File: config.mk
export PLATFORM = sky130hd
export DESIGN_NAME = escaped_record_line_parser_core
export DESIGN_NICKNAME = d
export VERILOG_FILES = /design/src/design/erlp_pkg.sv /design/src/design/escaped_record_line_parser_core.sv /design/src/design/erlp_front.sv /design/src/design/erlp_fifo.sv /design/src/design/erlp_back.sv
export SDC_FILE = /design/constraint.sdc
export NUM_CORES = 1
export LEC_CHECK = 0
export BUFFER_PORTS_ARGS = -buffer_cell sky130_fd_sc_hd__buf_2
export CAP_MARGIN = 10
export CORE_MARGIN = 1
export CORE_UTILIZATION = 46
export DETAILED_ROUTE_END_ITERATION = 10
export GPL_ROUTABILITY_DRIVEN = 0
export PLACE_DENSITY = 0.71
export SLEW_MARGIN = 20
export SYNTH_ARGS = -nofsm -noshare
export SYNTH_HDL_FRONTEND = slang
export SYNTH_SLANG_ARGS = --single-unit
File: constraint.sdc
create_clock -name clock -period 18.69 [get_ports clock]
set_input_delay 2.8035 -clock clock [delete_from_list [all_inputs] [get_ports clock]]
set_output_delay 2.8035 -clock clock [all_outputs]
set_load 0.005 [all_outputs]
File: src/design/erlp_pkg.sv
// Shared types and constants for the escaped record line parser.
// Holds the queue record layout, verdict codes and register indexes.
// No dependencies.
package erlp_pkg;

   // widths fixed by the field layout
   localparam int CFG_W       = 12;
   localparam int CSR_IDX_W   = 2;
   localparam int STAMP_W     = 63;
   localparam int QUEUE_DEPTH = 4;
   localparam int QPTR_W      = $clog2(QUEUE_DEPTH);

   // configuration register indexes
   localparam logic [CSR_IDX_W-1:0] CSR_MAX_MSGID  = 2'd0;
   localparam logic [CSR_IDX_W-1:0] CSR_MAX_AUTHOR = 2'd1;
   localparam logic [CSR_IDX_W-1:0] CSR_MAX_SOURCE = 2'd2;
   localparam logic [CSR_IDX_W-1:0] CSR_MAX_TEXT   = 2'd3;

   // verdict codes
   localparam logic [2:0] ST_OK       = 3'd0;
   localparam logic [2:0] ST_LONG     = 3'd1;
   localparam logic [2:0] ST_DANGLING = 3'd2;
   localparam logic [2:0] ST_FEW      = 3'd3;
   localparam logic [2:0] ST_BADSTAMP = 3'd4;
   localparam logic [2:0] ST_EMPTYID  = 3'd5;

   // result kinds
   localparam logic KIND_DATA    = 1'b0;
   localparam logic KIND_VERDICT = 1'b1;

   // field numbers
   localparam logic [2:0] FIELD_STAMP = 3'd0;
   localparam logic [2:0] FIELD_MSGID = 3'd1;
   localparam logic [2:0] FIELD_TEXT  = 3'd4;

   // everything one accepted byte leaves for the result side
   typedef struct packed {
      logic [1:0]         n_data;
      logic [2:0]         field;
      logic [7:0]         data0;
      logic [7:0]         data1;
      logic               verdict;
      logic [2:0]         status;
      logic [STAMP_W-1:0] stamp;
   } rec_type;

endpackage

File: src/design/escaped_record_line_parser_core.sv
// Record line parser core: joins the parse front end, the record queue and
// the result back end. Depends on erlp_pkg, erlp_front, erlp_fifo, erlp_back.
//
// Feed a record line one raw byte per transfer, with req_line_last on its
// final byte. The front end takes a byte in every cycle while the record
// queue (four entries) has room; each byte leaves zero to three results
// (decoded data bytes of fields one to four, plus the verdict after the last
// byte), and the back end sends one result per cycle through a registered
// output while rsp_ready is high. Sustained throughput is therefore one byte
// per cycle while each byte yields at most one result, and one result per
// cycle otherwise; the first result of a byte passes through the record
// queue and the output register before it is offered on rsp_valid. Lengths
// are capped at FIELD_LIMIT_MAX, the timestamp field allows STAMP_BUF-1 bytes.
// Write the csr_ registers only while no line is in flight.
module escaped_record_line_parser_core import erlp_pkg::*; #(
   parameter int FIELD_LIMIT_MAX = 4095,
   parameter int STAMP_BUF       = 64
) (
   input  logic                 clock,
   input  logic                 reset,
   input  logic                 req_valid,
   output logic                 req_ready,
   input  logic [7:0]           req_in_byte,
   input  logic                 req_line_last,
   output logic                 rsp_valid,
   input  logic                 rsp_ready,
   output logic                 rsp_kind,
   output logic [2:0]           rsp_field_number,
   output logic [7:0]           rsp_out_byte,
   output logic [2:0]           rsp_status,
   output logic [STAMP_W-1:0]   rsp_stamp,
   output logic                 rsp_run_last,
   input  logic                 csr_write_en,
   input  logic [CSR_IDX_W-1:0] csr_index,
   input  logic [CFG_W-1:0]     csr_wdata
);

   logic    push, full, pop, empty;
   rec_type push_rec, head;

   erlp_front #(
      .FIELD_LIMIT_MAX (FIELD_LIMIT_MAX),
      .STAMP_BUF       (STAMP_BUF)
   ) u_front (
      .clock         (clock),
      .reset         (reset),
      .req_valid     (req_valid),
      .req_ready     (req_ready),
      .req_in_byte   (req_in_byte),
      .req_line_last (req_line_last),
      .csr_write_en  (csr_write_en),
      .csr_index     (csr_index),
      .csr_wdata     (csr_wdata),
      .queue_full    (full),
      .push          (push),
      .push_rec      (push_rec)
   );

   erlp_fifo u_fifo (
      .clock    (clock),
      .reset    (reset),
      .push     (push),
      .push_rec (push_rec),
      .full     (full),
      .pop      (pop),
      .head     (head),
      .empty    (empty)
   );

   erlp_back u_back (
      .clock            (clock),
      .reset            (reset),
      .head             (head),
      .empty            (empty),
      .pop              (pop),
      .rsp_valid        (rsp_valid),
      .rsp_ready        (rsp_ready),
      .rsp_kind         (rsp_kind),
      .rsp_field_number (rsp_field_number),
      .rsp_out_byte     (rsp_out_byte),
      .rsp_status       (rsp_status),
      .rsp_stamp        (rsp_stamp),
      .rsp_run_last     (rsp_run_last)
   );

endmodule

File: src/design/erlp_front.sv
// Front end of the record line parser: takes one raw byte per transfer,
// undoes escapes, tracks fields and the timestamp, and builds queue records.
// Depends on erlp_pkg.
module erlp_front import erlp_pkg::*; #(
   parameter int FIELD_LIMIT_MAX = 4095,
   parameter int STAMP_BUF       = 64
) (
   input  logic                 clock,
   input  logic                 reset,
   input  logic                 req_valid,
   output logic                 req_ready,
   input  logic [7:0]           req_in_byte,
   input  logic                 req_line_last,
   input  logic                 csr_write_en,
   input  logic [CSR_IDX_W-1:0] csr_index,
   input  logic [CFG_W-1:0]     csr_wdata,
   input  logic                 queue_full,
   output logic                 push,
   output rec_type              push_rec
);

   localparam int LEN_W = $clog2(FIELD_LIMIT_MAX + 1);
   localparam int CMP_W = ((LEN_W > CFG_W) ? LEN_W : CFG_W) + 1;
   localparam int PROD_W = STAMP_W + 4;

   localparam logic [7:0] CH_NUL   = 8'h00;
   localparam logic [7:0] CH_TAB   = 8'h09;
   localparam logic [7:0] CH_LF    = 8'h0A;
   localparam logic [7:0] CH_CR    = 8'h0D;
   localparam logic [7:0] CH_SPACE = 8'h20;
   localparam logic [7:0] CH_PLUS  = 8'h2B;
   localparam logic [7:0] CH_MINUS = 8'h2D;
   localparam logic [7:0] CH_ZERO  = 8'h30;
   localparam logic [7:0] CH_NINE  = 8'h39;
   localparam logic [7:0] CH_COLON = 8'h3A;
   localparam logic [7:0] CH_BSL   = 8'h5C;
   localparam logic [7:0] CH_LO_N  = 8'h6E;
   localparam logic [7:0] CH_LO_R  = 8'h72;
   localparam logic [7:0] CH_LO_T  = 8'h74;

   typedef enum logic [1:0] {
      PH_LEAD,
      PH_SIGN,
      PH_DIGITS,
      PH_BAD
   } stamp_phase_type;

   // configuration registers
   logic [CFG_W-1:0] max_msgid_ff, max_author_ff, max_source_ff, max_text_ff;

   // line state
   logic [2:0]         field_ff, field_in;
   logic               esc_ff, esc_in;
   logic [LEN_W-1:0]   len_ff, len_in;
   logic [2:0]         err_ff, err_in;
   logic               stop_ff, stop_in;
   logic [STAMP_W-1:0] val_ff, val_in;
   stamp_phase_type    phase_ff, phase_in;
   logic               neg_ff, neg_in;
   logic               msg_ff, msg_in;

   logic               accept;
   logic               is_stop;
   logic [CMP_W-1:0]   lim_raw, lim, len_ext;
   logic               fit1, fit2;
   logic               want1, want2;
   logic [7:0]         ch0;
   logic [1:0]         n_data;
   logic               stamp_bad;
   logic               ch_space, ch_digit;
   logic [PROD_W-1:0]  prod;
   logic [2:0]         status;

   assign req_ready = !queue_full;
   assign accept    = req_valid && req_ready;
   assign is_stop   = (req_in_byte == CH_NUL) || (req_in_byte == CH_LF) ||
                      (req_in_byte == CH_CR);

   // pick and cap the length limit of the current field
   always_comb begin
      unique case (field_ff)
         3'd0:    lim_raw = CMP_W'(STAMP_BUF - 1);
         3'd1:    lim_raw = CMP_W'(max_msgid_ff);
         3'd2:    lim_raw = CMP_W'(max_author_ff);
         3'd3:    lim_raw = CMP_W'(max_source_ff);
         default: lim_raw = CMP_W'(max_text_ff);
      endcase
      lim     = (lim_raw > CMP_W'(FIELD_LIMIT_MAX)) ? CMP_W'(FIELD_LIMIT_MAX) : lim_raw;
      len_ext = CMP_W'(len_ff);
      fit1    = len_ext < lim;
      fit2    = (len_ext + CMP_W'(1)) < lim;
   end

   // timestamp field checks and times-ten accumulate
   assign stamp_bad = (phase_ff != PH_DIGITS) || (neg_ff && (val_ff != '0));
   assign ch_space  = (ch0 == CH_SPACE) || ((ch0 >= CH_TAB) && (ch0 <= CH_CR));
   assign ch_digit  = (ch0 >= CH_ZERO) && (ch0 <= CH_NINE);
   assign prod      = (PROD_W'(val_ff) << 3) + (PROD_W'(val_ff) << 1) +
                      PROD_W'(ch0[3:0]);

   // parse one byte
   always_comb begin
      field_in = field_ff;
      esc_in   = esc_ff;
      len_in   = len_ff;
      err_in   = err_ff;
      stop_in  = stop_ff;
      val_in   = val_ff;
      phase_in = phase_ff;
      neg_in   = neg_ff;
      msg_in   = msg_ff;
      want1    = 1'b0;
      want2    = 1'b0;
      ch0      = req_in_byte;
      n_data   = 2'd0;
      status   = ST_OK;

      if (!stop_ff) begin
         if (is_stop) begin
            if (esc_ff) begin
               err_in = ST_DANGLING;
               esc_in = 1'b0;
            end
            stop_in = 1'b1;
         end else if (esc_ff) begin
            esc_in = 1'b0;
            want1  = 1'b1;
            case (req_in_byte)
               CH_LO_N:  ch0 = CH_LF;
               CH_LO_R:  ch0 = CH_CR;
               CH_LO_T:  ch0 = CH_TAB;
               CH_COLON: ch0 = CH_COLON;
               CH_BSL:   ch0 = CH_BSL;
               default: begin
                  ch0   = CH_BSL;
                  want2 = 1'b1;
               end
            endcase
         end else if (req_in_byte == CH_BSL) begin
            esc_in = 1'b1;
         end else if ((req_in_byte == CH_COLON) && (field_ff < FIELD_TEXT)) begin
            if ((field_ff == FIELD_STAMP) && stamp_bad) begin
               err_in  = ST_BADSTAMP;
               stop_in = 1'b1;
            end else begin
               field_in = field_ff + 3'd1;
               len_in   = '0;
            end
         end else begin
            want1 = 1'b1;
         end
      end

      // append one or two decoded bytes
      if (want1) begin
         if (!fit1) begin
            err_in  = ST_LONG;
            stop_in = 1'b1;
         end else begin
            len_in = LEN_W'(len_ff + 1'b1);
            if (want2 && !fit2) begin
               err_in  = ST_LONG;
               stop_in = 1'b1;
            end else if (want2) begin
               len_in = LEN_W'(len_ff + 2'd2);
            end
            if (field_ff == FIELD_STAMP) begin
               // a second byte after a backslash cannot recover a bad stamp
               priority if ((phase_ff == PH_LEAD) && ch_space) begin
                  phase_in = phase_ff;
               end else if ((phase_ff == PH_LEAD) &&
                            ((ch0 == CH_PLUS) || (ch0 == CH_MINUS))) begin
                  neg_in   = (ch0 == CH_MINUS);
                  phase_in = PH_SIGN;
               end else if ((phase_ff == PH_BAD) || !ch_digit) begin
                  phase_in = PH_BAD;
               end else if (prod[PROD_W-1:STAMP_W] != '0) begin
                  phase_in = PH_BAD;
               end else begin
                  val_in   = prod[STAMP_W-1:0];
                  phase_in = PH_DIGITS;
               end
            end else begin
               n_data = (want2 && fit2) ? 2'd2 : 2'd1;
               if (field_ff == FIELD_MSGID) begin
                  msg_in = 1'b1;
               end
            end
         end
      end

      // end-of-line verdict, first error wins
      priority if (err_in != ST_OK) begin
         status = err_in;
      end else if (esc_in) begin
         status = ST_DANGLING;
      end else if (field_in < FIELD_TEXT) begin
         status = ST_FEW;
      end else if (!msg_in) begin
         status = ST_EMPTYID;
      end else begin
         status = ST_OK;
      end
   end

   // build the queue record
   always_comb begin
      push_rec.n_data  = n_data;
      push_rec.field   = field_ff;
      push_rec.data0   = ch0;
      push_rec.data1   = req_in_byte;
      push_rec.verdict = req_line_last;
      push_rec.status  = status;
      push_rec.stamp   = (status == ST_OK) ? val_in : '0;
   end

   assign push = accept && ((n_data != 2'd0) || req_line_last);

   // hold registers and line state
   always_ff @(posedge clock) begin
      if (reset) begin
         max_msgid_ff  <= CFG_W'(127);
         max_author_ff <= CFG_W'(127);
         max_source_ff <= CFG_W'(127);
         max_text_ff   <= CFG_W'(4095);
         field_ff      <= FIELD_STAMP;
         esc_ff        <= 1'b0;
         len_ff        <= '0;
         err_ff        <= ST_OK;
         stop_ff       <= 1'b0;
         val_ff        <= '0;
         phase_ff      <= PH_LEAD;
         neg_ff        <= 1'b0;
         msg_ff        <= 1'b0;
      end else begin
         if (csr_write_en) begin
            unique case (csr_index)
               CSR_MAX_MSGID:  max_msgid_ff  <= csr_wdata;
               CSR_MAX_AUTHOR: max_author_ff <= csr_wdata;
               CSR_MAX_SOURCE: max_source_ff <= csr_wdata;
               CSR_MAX_TEXT:   max_text_ff   <= csr_wdata;
               default: ;
            endcase
         end
         if (accept) begin
            if (req_line_last) begin
               // clear the line after its verdict
               field_ff <= FIELD_STAMP;
               esc_ff   <= 1'b0;
               len_ff   <= '0;
               err_ff   <= ST_OK;
               stop_ff  <= 1'b0;
               val_ff   <= '0;
               phase_ff <= PH_LEAD;
               neg_ff   <= 1'b0;
               msg_ff   <= 1'b0;
            end else begin
               field_ff <= field_in;
               esc_ff   <= esc_in;
               len_ff   <= len_in;
               err_ff   <= err_in;
               stop_ff  <= stop_in;
               val_ff   <= val_in;
               phase_ff <= phase_in;
               neg_ff   <= neg_in;
               msg_ff   <= msg_in;
            end
         end
      end
   end

endmodule

File: src/design/erlp_fifo.sv
// Short record queue between the parse front end and the result back end.
// Depends on erlp_pkg.
module erlp_fifo import erlp_pkg::*; (
   input  logic    clock,
   input  logic    reset,
   input  logic    push,
   input  rec_type push_rec,
   output logic    full,
   input  logic    pop,
   output rec_type head,
   output logic    empty
);

   rec_type             mem [QUEUE_DEPTH];
   logic [QPTR_W-1:0]   wr_ptr_ff, rd_ptr_ff;
   logic [QPTR_W:0]     count_ff, count_in;

   assign full  = (count_ff == (QPTR_W + 1)'(QUEUE_DEPTH));
   assign empty = (count_ff == '0);
   assign head  = mem[rd_ptr_ff];

   // track fill level
   always_comb begin
      unique case ({push, pop})
         2'b10:   count_in = count_ff + 1'b1;
         2'b01:   count_in = count_ff - 1'b1;
         default: count_in = count_ff;
      endcase
   end

   // advance pointers
   always_ff @(posedge clock) begin
      if (reset) begin
         wr_ptr_ff <= '0;
         rd_ptr_ff <= '0;
         count_ff  <= '0;
      end else begin
         if (push) begin
            wr_ptr_ff <= wr_ptr_ff + 1'b1;
         end
         if (pop) begin
            rd_ptr_ff <= rd_ptr_ff + 1'b1;
         end
         count_ff <= count_in;
      end
   end

   // store records
   always_ff @(posedge clock) begin
      if (push) begin
         mem[wr_ptr_ff] <= push_rec;
      end
   end

endmodule

File: src/design/erlp_back.sv
// Back end of the record line parser: splits each queued record into its
// data and verdict results and drives the registered result channel.
// Depends on erlp_pkg.
module erlp_back import erlp_pkg::*; (
   input  logic               clock,
   input  logic               reset,
   input  rec_type            head,
   input  logic               empty,
   output logic               pop,
   output logic               rsp_valid,
   input  logic               rsp_ready,
   output logic               rsp_kind,
   output logic [2:0]         rsp_field_number,
   output logic [7:0]         rsp_out_byte,
   output logic [2:0]         rsp_status,
   output logic [STAMP_W-1:0] rsp_stamp,
   output logic               rsp_run_last
);

   logic [1:0]         sub_ff, sub_in;
   logic               valid_ff, valid_in;
   logic               kind_ff, kind_in;
   logic [2:0]         field_ff, field_in;
   logic [7:0]         byte_ff, byte_in;
   logic [2:0]         status_ff, status_in;
   logic [STAMP_W-1:0] stamp_ff, stamp_in;
   logic               last_ff, last_in;
   logic               load;
   logic [1:0]         total;
   logic               is_last;

   assign load    = !empty && (!valid_ff || rsp_ready);
   assign total   = head.n_data + {1'b0, head.verdict};
   assign is_last = ((sub_ff + 2'd1) == total);
   assign pop     = load && is_last;

   // select the next result of the head record
   always_comb begin
      sub_in    = sub_ff;
      valid_in  = valid_ff && !rsp_ready;
      kind_in   = kind_ff;
      field_in  = field_ff;
      byte_in   = byte_ff;
      status_in = status_ff;
      stamp_in  = stamp_ff;
      last_in   = last_ff;
      if (load) begin
         valid_in = 1'b1;
         last_in  = is_last;
         sub_in   = is_last ? 2'd0 : sub_ff + 2'd1;
         if (sub_ff < head.n_data) begin
            kind_in   = KIND_DATA;
            field_in  = head.field;
            byte_in   = sub_ff[0] ? head.data1 : head.data0;
            status_in = ST_OK;
            stamp_in  = '0;
         end else begin
            kind_in   = KIND_VERDICT;
            field_in  = FIELD_STAMP;
            byte_in   = '0;
            status_in = head.status;
            stamp_in  = head.stamp;
         end
      end
   end

   // hold the output register
   always_ff @(posedge clock) begin
      if (reset) begin
         sub_ff   <= '0;
         valid_ff <= 1'b0;
      end else begin
         sub_ff   <= sub_in;
         valid_ff <= valid_in;
      end
      kind_ff   <= kind_in;
      field_ff  <= field_in;
      byte_ff   <= byte_in;
      status_ff <= status_in;
      stamp_ff  <= stamp_in;
      last_ff   <= last_in;
   end

   assign rsp_valid        = valid_ff;
   assign rsp_kind         = kind_ff;
   assign rsp_field_number = field_ff;
   assign rsp_out_byte     = byte_ff;
   assign rsp_status       = status_ff;
   assign rsp_stamp        = stamp_ff;
   assign rsp_run_last     = last_ff;

endmodule
## Word level (Yosys, flattened, before mapping)

Memory sizes are Yosys's and may differ from the RTL's. A register that Yosys moved wholly into a read port is not among the register bits.
Index checks and enable logic that the tools add are counted.

- Memories kept: 1
- RAM bits: 352
- Register bits after elaboration: 224
- Output and inout port bits: 81
- Word-level logic and storage cells: 224

- Add/subtract/negate cells: 12
- Reductions and logical operators: 50
- Equality and inequality tests: 23
- Order comparisons: 10
- Multiplexer cells: 104

Memory list:

| name | words | width | rd ports | clocked after Yosys merged registers in | write ports | line | text |
|---|---|---|---|---|---|---|---|
| u_fifo.mem | 4 | 88 | 1 | 1 | 1 | erlp_fifo.sv:14 | `rec_type mem [QUEUE_DEPTH];` |

Operator list:

| kind | number |
|---|---|
| two-way mux 63 bit | 9 |
| two-way mux 12 bit | 12 |
| adder 66 x 64 -> 67 bit | 1 |
| adder 67 x 4 -> 67 bit | 1 |
| two-way mux 3 bit | 22 |
| nonzero test 63 bit | 1 |
| one-hot mux 12 bit (4 select lines) | 1 |
| two-way mux 1 bit | 40 |
| equality test 8 x 6 -> 1 bit (second input constant) | 4 |
| equality test 8 x 7 -> 1 bit (second input constant) | 4 |
| two-way mux 8 bit | 4 |
| two-way mux 2 bit | 14 |
| one-hot mux 7 bit (4 select lines) | 1 |
| equality test 8 x 4 -> 1 bit (second input constant) | 2 |
| logical AND 1 bit | 14 |
| adder 12 x 1 -> 13 bit (second input constant) | 1 |
| < comparator 12 x 13 -> 1 bit | 1 |
| < comparator 13 bit | 1 |
| adder 12 x 1 -> 12 bit (second input constant) | 1 |
| adder 12 x 2 -> 12 bit (second input constant) | 1 |
| > comparator 12 bit (second input constant) | 1 |
| nonzero test 2 bit | 6 |
| zero test 3 bit | 3 |
| equality test 2 bit (second input constant) | 4 |
| 27 further kinds | 50 |

## Longest topological paths before layout

- Word-level depth: 17
- Mapped depth: 24
- Depth with buffers taken out: 22

## By module

Synthesis repeated with hierarchy kept, for this count alone.

- Cells, all modules: 2382
- Area, all modules: 29289.3 um^2

By module, submodules not included:

| module | times used | cells each | sequential area each (um^2) | area an instance (um^2) |
|---|---|---|---|---|
| erlp_fifo | 1 | 507 | 10750.3 | 13120.1 |
| erlp_front | 1 | 1672 | 2702.6 | 12909.9 |
| erlp_back | 1 | 203 | 2432.3 | 3259.4 |

## Least setup slack after synthesis

No wires, ideal clock.

- Path type: input -> register
- From: input port req_in_byte[0]
- To: memory u_fifo.mem[0][62] (netlist name) (data pin)
- Data required time: 18.428 ns
- Arrival time: 7.316 ns
- Buffers on the path: 5
- Setup slack: 11.113 ns
- Cell stages on the path: 21
- Setup time: 0.262 ns
- Cell sequence: buf_2 -> nor4bb_1 -> o31a_1 -> nand2b_1 -> clkbuf_1 -> nand2_1 -> fa_1 -> ha_1 -> a211oi_1 -> o21ai_0 -> a211o_1 -> o211a_1 -> o21bai_1 -> a2111oi_0 -> or4_1 -> and4_1 -> buf_2 -> buf_4 -> buf_2 -> a21oi_1 -> nor2_1

RTL lines:

| what | line | text |
|---|---|---|
| from (decl) | escaped_record_line_parser_core.sv:23 | `input logic [7:0] req_in_byte,` |
| to (decl) | erlp_fifo.sv:14 |  |

==> results.json <==
{
  "status": "complete, no violations",
  "finish.utilization": 0.517,
  "switching_share": 0.257,
  "worstMarginPinSlew_ns": 1.11,
  "finalSetupViolations": 0,
  "cts_resized": 0,
  "placed_cells": 3466,
  "path_buf_inv": 2,
  "ys_top_cells_by_area": "edfxtp_1 43%, dfxtp_1 9.7%, ha_1 6.6%",
  "p_clk_frac": 0.375,
  "post-cts-setup-buffers": 0,
  "slew_headroom": 0.261,
  "cp.arrival_ns": 9.70,
  "finalCriticalPeriod_ns": 9.25,
  "hold_viol_final": 0,
  "rsz0062_at_grt": "false",
  "hp-class": "reg -> reg",
  "dieArea_um2": 67200,
  "ys_async_sr_fraction": 0,
  "final_cell_mix": "431 x edfxtp_1, 297 x nand2_1, 177 x a21oi_1, 161 x ha_1, 145 x dfxtp_1",
  "wl_per_cell_um": 20.5,
  "clockBufferDepth": 3,
  "cp_max_fo": 78,
  "cts_sinks": 578,
  "crit_chain": "buf_2 -> and4b_1 -> o31a_1 -> nand2b_1 -> o21ai_0 -> ha_1 -> ha_1 -> fa_1 -> a211oi_1 -> nor3_1 -> o21ai_0 -> a31oi_1 -> a211o_1 -> a32oi_1 -> and4_4 -> buf_4 -> o311ai_0 -> a21oi_2",
  "p_seq_frac": 0.479,
  "drc": 0,
  "n_fill_cell": 5501,
  "hpwlAfterDp_um": 48800,
  "ys_warn_count": 0,
  "switching_power_w": 0.000859,
  "vias_per_cell": 6.07,
  "power.leakage_nw": 11.8,
  "crit_type": "in -> reg",
  "slew_viol_final": 0,
  "cp_slowest_cell": "buf_4",
  "ir_drop_mv": 0.0775,
  "syn_nets": 2856,
  "synth_ff_type": "edfxtp_1",
  "synth_cell_types": 84,
  "synth_top_area_frac": 0.425,
  "num_io_pins": 109,
  "path_delay_family": "compound AO/OA/AOI/OAI gates",
  "clock.fmax_mhz": 108,
  "clock_latency_ns": 0.64,
  "pwr_density_cell_nw_per_um2": 99.4,
  "synth.ff_latch_count": 578,
  "htree_levels": 2,
  "synth_edf_count": 431,
  "cts_buffers": 60,
  "dpl_cell_area_um2": 31500,
  "fin_skew_ns": 0.0401,
  "maxCapViolations": 0,
  "grt_pass1_wl_um": 117000,
  "first_iter_violations": 1979,
  "p_comb_frac": 0.146,
  "die_h_um": 259,
  "final_cell_area_um2": 33600,
  "cpPeakStageDelay_ns": 0.82,
  "overflow": 0,
  "cts_hold_buf": 0,
  "cts_root_buf": "clkbuf_16",
  "ant_nets": 0,
  "vias": 21700,
  "worst_setup_path_end_kind": "flop",
  "syn_inst": 2664,
  "ys_seq_area_frac": 0.522,
  "crit_required_ns": 19.15,
  "start_util": 0.469,
  "fp.dieW_um": 259,
  "intPower_w": 0.00248,
  "antenna_found_initial": 2,
  "clkTransAtPathRegs_ns": 0.06,
  "dr.pass1.iters": 8,
  "io_buffers": 108,
  "fin_setup_tns_ns": 0,
  "gr-usage-all-layers": 0.218,
  "period_share": 0.495,
  "area.growth.synth_to_final_pct": 10.3,
  "synth.avg_cell_area_um2": 11.4,
  "layout.cells.non_filler": 3581,
  "nets": 2865,
  "cp-start-kind": "primary input",
  "grt_max_degree": 162,
  "synth_top_area_cell": "edfxtp_1",
  "first_global_vias": 21800,
  "wl_um": 73500,
  "row_count": 93,
  "fp.coreArea_um2": 64900,
  "final_common_cell": "edfxtp_1",
  "drive_gt1_frac": 0.150,
  "cts_tree": "yes",
  "synth_area_um2": 30400
}
-- metrics by stage --
step / total power [W] / hold WS, ns / setup slack [ns]
floorplan: 0.00192 / 0.433 / 11.11
global placement: 0.00212 / 0.442 / 9.13
detailed placement: 0.00213 / 0.446 / 9.00
CTS: 0.00338 / 0.454 / 9.64
global route: 0.00347 / 0.484 / 8.98
finish: 0.00334 / 0.460 / 9.44
-- synthesized netlist by cell type (11+ instances only) --
| cell | number |
|---|---|
| edfxtp_1 | 431 |
| nand2_1 | 297 |
| a21oi_1 | 177 |
| ha_1 | 161 |
| dfxtp_1 | 147 |
| clkbuf_1 | 144 |
| o21ai_0 | 134 |
| nor3b_1 | 125 |
| nor2_1 | 110 |
| nand3_1 | 92 |
| mux4_2 | 88 |
| and2_1 | 82 |
| a21oi_2 | 59 |
| inv_1 | 45 |
| xnor2_1 | 44 |
| nand4_1 | 43 |
| a21o_1 | 39 |
| xor2_1 | 32 |
| nand3b_1 | 30 |
| nor4_1 | 27 |
| nor3_1 | 23 |
| o21ai_1 | 19 |
| mux2i_1 | 18 |
| a31oi_1 | 17 |
| buf_2 | 17 |
| nor2b_1 | 16 |
| a211o_1 | 13 |
| a211oi_1 | 11 |
| and3_1 | 11 |
| nand2b_1 | 11 |
| o211ai_1 | 11 |
-- worst paths after layout --
check | end | from | slack, ns | cells past startpoint
setup reg to reg | u_fifo.mem[3][43] | u_front.field_ff[2] | 11.53 | 17
setup / recovery | u_fifo.mem[3][43] | req_in_byte[1] | 9.44 | 18
hold / removal | u_front.max_author_ff[7] | u_front.max_author_ff[7] | 0.46 | 2
hold reg to reg | u_front.max_author_ff[7] | u_front.max_author_ff[7] | 0.46 | 2
-- layout make-up --
class	instances	area (um^2)	area share
clock buffers	72	1610	0.0480
repair buffers	128	699	0.0208
well taps	855	1070	0.0319
diodes	1	2.50	0.0000745
clock inverters	42	487	0.0145
inverters	45	170	0.00507
flip-flops and latches	578	15900	0.473
multi-input cells	1860	13700	0.406
-- power by group through the flow --
stage                     clock, W  combinational (W)  sequential (W)
after floorplan                  0           0.000301         0.00162
after global placement           0           0.000490         0.00163
after detailed placement         0           0.000501         0.00163
after CTS                  0.00127           0.000503         0.00160
after global routing       0.00132           0.000532         0.00162
final                      0.00125           0.000488         0.00160
-- worst register-to-register path: cells and delay by family, from the launching register on --
family / cells / cell delay, ns
AO/OA/AOI/OAI: 7 / 1.88
adder cells (fa/ha/maj): 2 / 0.76
buffers and inverters: 2 / 1.07
flip-flops: 1 / 0.69
AND/OR/NAND/NOR: 6 / 2.57
-- flip-flops by register name, indices dropped and copies added, names as in the netlist, 2 cells and up, named ones only --
register / cells
u_back.rsp_field_number: 3
u_back.rsp_out_byte: 8
u_back.rsp_stamp: 63
u_back.rsp_status: 3
u_back.sub_ff: 2
u_fifo.count_ff: 3
u_fifo.mem: 352
u_fifo.rd_ptr_ff: 2
u_fifo.wr_ptr_ff: 2
u_front.err_ff: 3
u_front.field_ff: 3
u_front.len_ff: 12
u_front.max_author_ff: 12
u_front.max_msgid_ff: 12
u_front.max_source_ff: 12
u_front.max_text_ff: 12
u_front.phase_ff: 2
u_front.val_ff: 63
-- cells by family after synthesis --
group,after synthesis,synth area share
AOI/OAI and AO/OA,599,0.127
xor gates and xnor gates,76,0.0219
adders and majority gates,164,0.0682
buffers and inverters,226,0.0307
DFF,578,0.522
muxes,108,0.0718
and+or+nand+nor,913,0.158
-- per-layer routing --
metal  part of all wire  wire, um  vias up  global-route usage
li1                   -         -    10100                   -
met1               0.41     29900    10700               0.270
met2               0.51     37400      752               0.389
met3              0.053      3890      171              0.0285
met4              0.031      2300        4              0.0797
met5            0.00041        30        -                   0
(Power assumes the default switching activity.)
